File: src/scm_pkg.sv
// Shared types, register codes and color math for the scalar-to-RGB colormap.
`timescale 1ns / 1ps
`default_nettype none
package scm_pkg;

  localparam int FRAC_BITS      = 16;
  localparam int DIV_STAGES     = 4;
  localparam int STEPS_PER_STG  = FRAC_BITS / DIV_STAGES;

  localparam logic [2:0] REG_RANGE_LOW  = 3'd0;
  localparam logic [2:0] REG_RANGE_HIGH = 3'd1;
  localparam logic [2:0] REG_COLOR_MODE = 3'd2;
  localparam logic [2:0] REG_REVERSE    = 3'd3;
  localparam logic [2:0] REG_ENTRIES    = 3'd4;

  typedef enum logic [1:0] {
    MODE_TABLE = 2'd0,
    MODE_JET   = 2'd1,
    MODE_GAMMA = 2'd2
  } color_mode_t;

  // item state that rides along the pipeline
  typedef struct packed {
    logic       cmd;
    logic       empty;
    logic       full;
    logic [7:0] ld_index;
    logic [23:0] ld_rgb;
  } item_t;

  // segment coefficients: a in Q.8, b integer
  typedef struct packed {
    logic signed [14:0] a;
    logic signed [12:0] b;
  } gamma_coef_t;

  function automatic gamma_coef_t gc(input int a, input int b);
    gamma_coef_t c;
    c.a = 15'(a);
    c.b = 13'(b);
    return c;
  endfunction

  function automatic logic below(input logic [16:0] x, input int k);
    return x < 17'(k * 256);
  endfunction

  function automatic gamma_coef_t gamma_red(input logic [16:0] x);
    gamma_coef_t c;
    if (below(x, 48))       c = gc(0, 0);
    else if (below(x, 65))  c = gc(1229, -226);
    else if (below(x, 79))  c = gc(-31, 89);
    else if (below(x, 98))  c = gc(1280, -316);
    else if (below(x, 109)) c = gc(1352, -343);
    else if (below(x, 110)) c = gc(5632, -2165);
    else if (below(x, 162)) c = gc(0, 255);
    else if (below(x, 174)) c = gc(-1971, 1503);
    else if (below(x, 192)) c = gc(1306, -725);
    else                    c = gc(0, 255);
    return c;
  endfunction

  function automatic gamma_coef_t gamma_green(input logic [16:0] x);
    gamma_coef_t c;
    if (below(x, 113))      c = gc(0, 0);
    else if (below(x, 145)) c = gc(1306, -575);
    else if (below(x, 176)) c = gc(0, 163);
    else if (below(x, 191)) c = gc(1574, -920);
    else                    c = gc(0, 255);
    return c;
  endfunction

  function automatic gamma_coef_t gamma_blue(input logic [16:0] x);
    gamma_coef_t c;
    if (below(x, 4))        c = gc(1280, 0);
    else if (below(x, 49))  c = gc(1331, 0);
    else if (below(x, 95))  c = gc(-1382, 519);
    else if (below(x, 128)) c = gc(0, 0);
    else if (below(x, 145)) c = gc(1254, -628);
    else if (below(x, 159)) c = gc(-1536, 953);
    else if (below(x, 176)) c = gc(0, 0);
    else                    c = gc(819, -563);
    return c;
  endfunction

  // a*x + b, rounded, saturated to 0..255
  function automatic logic [7:0] lin(input gamma_coef_t c, input logic [16:0] x);
    logic signed [35:0] s;
    logic signed [35:0] u;
    logic [7:0] r;
    s = 36'(c.a) * $signed(36'(x));
    s = s + (36'(c.b) <<< 16);
    if (s < 0) begin
      r = 8'd0;
    end else begin
      u = (s + 36'sd32768) >>> 16;
      r = (u > 36'sd255) ? 8'hFF : u[7:0];
    end
    return r;
  endfunction

endpackage
`default_nettype wire

File: src/scm_div.sv
// Pipelined restoring divider producing a 16-bit fraction rem/div.
`timescale 1ns / 1ps
`default_nettype none
module scm_div #(
  parameter int DW  = 32,
  parameter int SBW = 1
) (
  input  logic                clk,
  input  logic                rst,
  input  logic                in_valid,
  input  logic [DW-1:0]       in_rem,
  input  logic [DW-1:0]       in_div,
  input  logic [SBW-1:0]      in_side,
  output logic                in_take,
  output logic                out_valid,
  output logic [scm_pkg::FRAC_BITS-1:0] out_quo,
  output logic [SBW-1:0]      out_side,
  input  logic                out_take
);

  localparam int NST = scm_pkg::DIV_STAGES;
  localparam int SPS = scm_pkg::STEPS_PER_STG;
  localparam int QW  = scm_pkg::FRAC_BITS;

  logic [NST-1:0] v;
  logic [NST-1:0] take;
  logic [DW-1:0]  rem  [NST];
  logic [DW-1:0]  dv   [NST];
  logic [QW-1:0]  quo  [NST];
  logic [SBW-1:0] side [NST];

  genvar g;
  generate
    for (g = 0; g < NST; g++) begin : g_stage
      logic          src_v;
      logic [DW-1:0] src_rem;
      logic [DW-1:0] src_dv;
      logic [QW-1:0] src_quo;
      logic [SBW-1:0] src_side;
      logic [DW-1:0] rr;
      logic [QW-1:0] qq;
      logic [DW:0]   t;

      if (g == 0) begin : g_first
        assign src_v    = in_valid;
        assign src_rem  = in_rem;
        assign src_dv   = in_div;
        assign src_quo  = '0;
        assign src_side = in_side;
      end else begin : g_next
        assign src_v    = v[g-1];
        assign src_rem  = rem[g-1];
        assign src_dv   = dv[g-1];
        assign src_quo  = quo[g-1];
        assign src_side = side[g-1];
      end

      if (g == NST - 1) begin : g_last_take
        assign take[g] = !v[g] || out_take;
      end else begin : g_mid_take
        assign take[g] = !v[g] || take[g+1];
      end

      always_comb begin
        rr = src_rem;
        qq = src_quo;
        t  = '0;
        for (int k = 0; k < SPS; k++) begin
          t = {rr, 1'b0};
          if (t >= {1'b0, src_dv}) begin
            t  = t - {1'b0, src_dv};
            qq = {qq[QW-2:0], 1'b1};
          end else begin
            qq = {qq[QW-2:0], 1'b0};
          end
          rr = t[DW-1:0];
        end
      end

      always_ff @(posedge clk) begin
        if (rst) begin
          v[g] <= 1'b0;
        end else if (take[g]) begin
          v[g] <= src_v;
        end
      end

      always_ff @(posedge clk) begin
        if (take[g] && src_v) begin
          rem[g]  <= rr;
          dv[g]   <= src_dv;
          quo[g]  <= qq;
          side[g] <= src_side;
        end
      end
    end
  endgenerate

  assign in_take   = take[0];
  assign out_valid = v[NST-1];
  assign out_quo   = quo[NST-1];
  assign out_side  = side[NST-1];

endmodule
`default_nettype wire

File: config.mk
export PLATFORM = sky130hd
export DESIGN_NAME = scm_div
export DESIGN_NICKNAME = d
export VERILOG_FILES = /design/src/scm_pkg.sv /design/src/scm_div.sv
export SDC_FILE = /design/constraint.sdc
export NUM_CORES = 2
export LEC_CHECK = 0
export BUFFER_PORTS_ARGS = -buffer_cell sky130_fd_sc_hd__buf_4
export CAP_MARGIN = 25
export CELL_PAD_IN_SITES_DETAIL_PLACEMENT = 0
export CELL_PAD_IN_SITES_GLOBAL_PLACEMENT = 2
export CORE_UTILIZATION = 37
export DETAILED_ROUTE_END_ITERATION = 12
export PLACE_DENSITY = 0.78
export SETUP_SLACK_MARGIN = 0.1
export SLEW_MARGIN = 20
export SYNTH_ARGS = -nofsm -noshare
export SYNTH_HDL_FRONTEND = slang
export SYNTH_SLANG_ARGS = --single-unit
File: constraint.sdc
create_clock -name clk -period 14.13 [get_ports clk]
set_clock_uncertainty 0.2 [all_clocks]
set_input_delay 2.826 -clock clk [delete_from_list [all_inputs] [get_ports clk]]
set_output_delay 2.826 -clock clk [all_outputs]
set_load 0.05 [all_outputs]
Yosys cells after proc, flatten, opt, wreduce, memory -nomap -nowiden
Memories as Yosys holds them, arrays and structs flattened.
Cells that the tools add are included.
W data, S select, Z words.
{"block": "word_totals", "output_inout_bits": 19, "ramBits": 324, "register_bits": 4, "memories": 4}
{"name": "dv", "depth": 4, "word_bits": 32, "read_ports": 3, "rd_ports_with_merged_regs": 0, "wr": 4, "line": "scm_div.sv:28", "text": "logic [DW-1:0] dv [NST];"}
{"name": "rem", "depth": 4, "word_bits": 32, "read_ports": 3, "rd_ports_with_merged_regs": 0, "wr": 4, "line": "scm_div.sv:27", "text": "logic [DW-1:0] rem [NST];"}
{"name": "quo", "depth": 4, "word_bits": 16, "read_ports": 4, "rd_ports_with_merged_regs": 0, "wr": 4, "line": "scm_div.sv:29", "text": "logic [QW-1:0] quo [NST];"}
{"name": "side", "depth": 4, "word_bits": 1, "read_ports": 4, "rd_ports_with_merged_regs": 0, "wr": 4, "line": "scm_div.sv:30", "text": "logic [SBW-1:0] side [NST];"}
{"block": "classes", "n_reduce_logical": 12, "magnitude_cmp": 16, "n_mux": 40, "n_addsub": 16}
{"op": "$ge A33 B32 Y1", "count": 16}
{"op": "$mux W32", "count": 16}
{"op": "$sub A32 B32 Y32", "count": 16}
{"op": "$mux W1", "count": 24}
{"op": "$logic_and A1 B1 Y1", "count": 4}
{"op": "$logic_not A1 Y1", "count": 4}
{"op": "$logic_or A1 B1 Y1", "count": 4}

Depth between registers and ports, before layout
An unclocked memory read counts as a cell.
{"block": "logic_depth", "depth_word": 9, "ltp_mapped": 63}

Worst setup path before layout
Ideal clock, no wire load.
{"block": "synth_path", "path_kind": "input to register", "start": "input in_div[1]", "end": "memory rem[0][5], data pin", "path_stages": 54, "t_required_ps": 13668, "path_buffers": 7, "t_arrival_ps": 13965, "slack_ps": -297, "cell_sequence": "inv_1 -> ha_1 -> nor2b_1 -> o31a_1 -> o31a_1 -> o31ai_1 -> a21o_1 -> a211oi_1 -> nor2_1 -> clkbuf_1 -> clkbuf_1 -> nand2_1 -> o31ai_1 -> ha_1 -> clkbuf_1 -> a21o_1 -> a21o_1 -> a21o_1 -> (+18 left out) -> o21a_1 -> o211ai_1 -> buf_2 -> mux2_2 -> ha_1 -> a21o_1 -> a21o_1 -> a21o_1 -> a21o_1 -> a2111oi_0 -> a211oi_1 -> o211ai_1 -> a21boi_1 -> o31a_1 -> o31ai_1 -> nand3_1 -> buf_2 -> mux2_1"}
{"item": "start, declared", "line": "scm_div.sv:12", "text": "input logic [DW-1:0] in_div,"}
{"item": "end, declared", "line": "scm_div.sv:27"}

==> impl_results.md <==
* Outcome: complete, no violations
* First-pass GRT wire length at 191000 um
* Top delay family on crit path: compound AO/OA/AOI/OAI gates
* H-tree levels at 1
* Layout cell share with drive strength beyond 1 at 14.23%
* Hold Path Depth at 0
* Yosys top cell by area: edfxtp_1
* Pre-antenna DRT Iters at 5
* Worst Hold Launch: side[1]
* Slew HR at 36.51%
* Smallest hold slack at 0.2124 ns
* Crit Path Class: in -> reg
* Syn_area_per_cell at 8.239 um2
* Fmax achieved at 73.59 MHz
* Critical Path RT at 14.25 ns
* Initial Utilization at 37.38%
* Global route overflow at 0
* CP bufs+invs at 7
* Syn-to-layout area delta at 12.71%
* Routed Antenna Nets at 0
* Placed insts at 5943
* Max capacitance violation total at 0
* Finished Cell Area at 41530 um2
* Class of the worst hold path: reg -> reg
* DP Wirelength at 107900 um
* NumNets Final at 5273
* Routed wire length at 127300 um
* Seq/Total Area, Yosys at 19.45%
* Clock-pin transition on the worst setup and hold timing paths at 0.06 ns
* Most common cell after layout, fill and taps aside: ha_1
* Hold EP: side[2]
* Core ar. at 98560 um2
* Syn_nets at 5045
* Via count at 33950
* Mapped Cells at 4472
* Startpoint Class: input pin
* Drt initial violations at 2491
* Clock latency reported for the late side of the worst-skew pair at 0.60 ns
* RSZ-0062 raised after global routing: yes
* Root Driver: clkbuf_16
* # rows at 115
* CP Capture Type: flip-flop
* N_diodes at 0
* Worst-case clock buffer depth at 3
* Final min period at 13.59 ns
* Max incr delay on CP at 0.41 ns
* Pin count of the biggest net entering global routing at 70
* Routed wire per std cell at 21.18 um
* Vias per cell at 5.650
* Num CTS Buffers at 30
* GP Congestion at 0.9207
* Main synth FF type: edfxtp_1
* Flop2flop setup slack at 0.79 ns
* Most numerous cell on the critical path: a21o_1
* Slowest-stage cell, CP: a221o_1
* Worst path depth at 52
* # DRC at 0
* R2R cell count at 51
* Global-route usage over all layers at 24.33%
* Synthesis Warnings at 0
* Post-synthesis cell type count at 92
* Die area at 100900 um2
* Final Cycle Share at 96.17%
* Commonest cells after routing, fill and taps aside: ha_1, a21oi_1, nand2_1
* TritonCTS clock tree: built
* DIE WIDTH at 317.6 um
* Least-Margin Pin Slew at 0.9524 ns
* Cell area after synthesis at 36850 um2
* Slew Limit Fails at 0
* Ys async rst share at 0%
* Worst r2r src: dv[0][26]
* Total clock sinks at 240
* I/O Pins at 88
* Port buffer count at 87
* Worst EP arrival at 13.71 ns
* Top post-synthesis cells by area: edfxtp_1, ha_1, mux2_2
* Crit-path max FO at 30
* # hold bufs at CTS at 0
* Placement Cell Area at 40290 um2
* Post-synth EDFFs at 236
* Top-area cell type share of the netlist area at 19.23%
* Final setup viols at 0
* Initial antenna violation count at 5
* Final non-filler cell total at 6009
* Synth Register Bits at 240
* Vias in the first global route at 32281
* FF-to-FF End: rem[1][25]
* Die span in y at 317.6 um
* Hold Vio Cnt, Final at 0
-- metrics by stage --
stage,setup TNS [ns],util [%],setup WS (ns)
after global routing,0,42.13,0.04812
after CTS,0,41.90,0.1207
after global placement,-2.324,40.85,-0.1207
after floorplan,0,-,0.1374
final,0,42.13,0.5415
after detailed placement,-2.992,40.87,-0.1415
-- worst max path at each step --
stage | from | end
finish | in_div[3] | rem[0][5]
global route | in_div[1] | rem[0][5]
CTS | dv[1][1] | rem[2][4]
detailed placement | in_div[8] | rem[0][5]
global placement | in_div[8] | rem[0][5]
floorplan | in_div[1] | rem[0][5]
-- synth_stat cells, drive strengths merged (30+ instances only) --
cell and n:
inv 282, nand2b 60, o21bai 65, nand2 343
and2 31, a211oi 48, nand3 91, o31ai 41
o21a 96, edfxtp 236, o21ai 324, or3 30
a21oi 398, ha 500, buf 35, xnor2 259
nand4 61, nor3 70, and3 54, mux2 267
xor2 114, a21o 246, clkbuf 58, nor2b 64
nor2 335
-- worst reg2reg max path: cells and delay by family, from the launching register on --
kind / cells / cell delay (ns)
buffers and inverters: 6 / 0.95
flip-flops: 1 / 0.41
AO/OA/AOI/OAI: 27 / 5.71
AND/OR/NAND/NOR: 10 / 2.83
multiplexers: 4 / 1.55
adder cells (fa/ha/maj): 4 / 1.39
-- cell families after synthesis --
group,synth area share [%]
compound gates,25.84
xor+xnor,8.866
fa+ha+maj,17.20
buf+inv,4.000
flops,19.45
mux,8.890
simple gates,15.76
-- cell type report --
type | instances | area [um2]
flip-flops and latches | 240 | 7167
repair buffers | 288 | 2265
fillers | 9944 | 57030
inverters | 283 | 1062
well taps | 1287 | 1610
clock inverters | 19 | 216.5
multi-input cells | 3857 | 28420
clock buffers | 35 | 790.8
-- registers in the layout, indices dropped and copies added (netlist names) --
register	flops
g_stage.src_v	3
rem	96
dv	96
quo	40
out_valid	1
side	4
-- repair_timing --
| action | CTS | global route |
|---|---|---|
| resized for setup | 0 | 38 |
| endpoints found under the setup margin | 0 | 100 |
| setup buffers | 0 | 11 |
-- routing by layer --
layer / vias up / wire length [um] / track usage (%)
met5: - / 0 / 0
met4: 0 / 4009 / 7.141
met3: 162 / 6086 / 2.847
met2: 785 / 60550 / 42.18
met1: 15878 / 56620 / 31.51
li1: 17125 / - / -
Power is left out: the tool's default activity adds up to more than one toggle a clock period on the data nets, which glitch-free logic cannot reach.
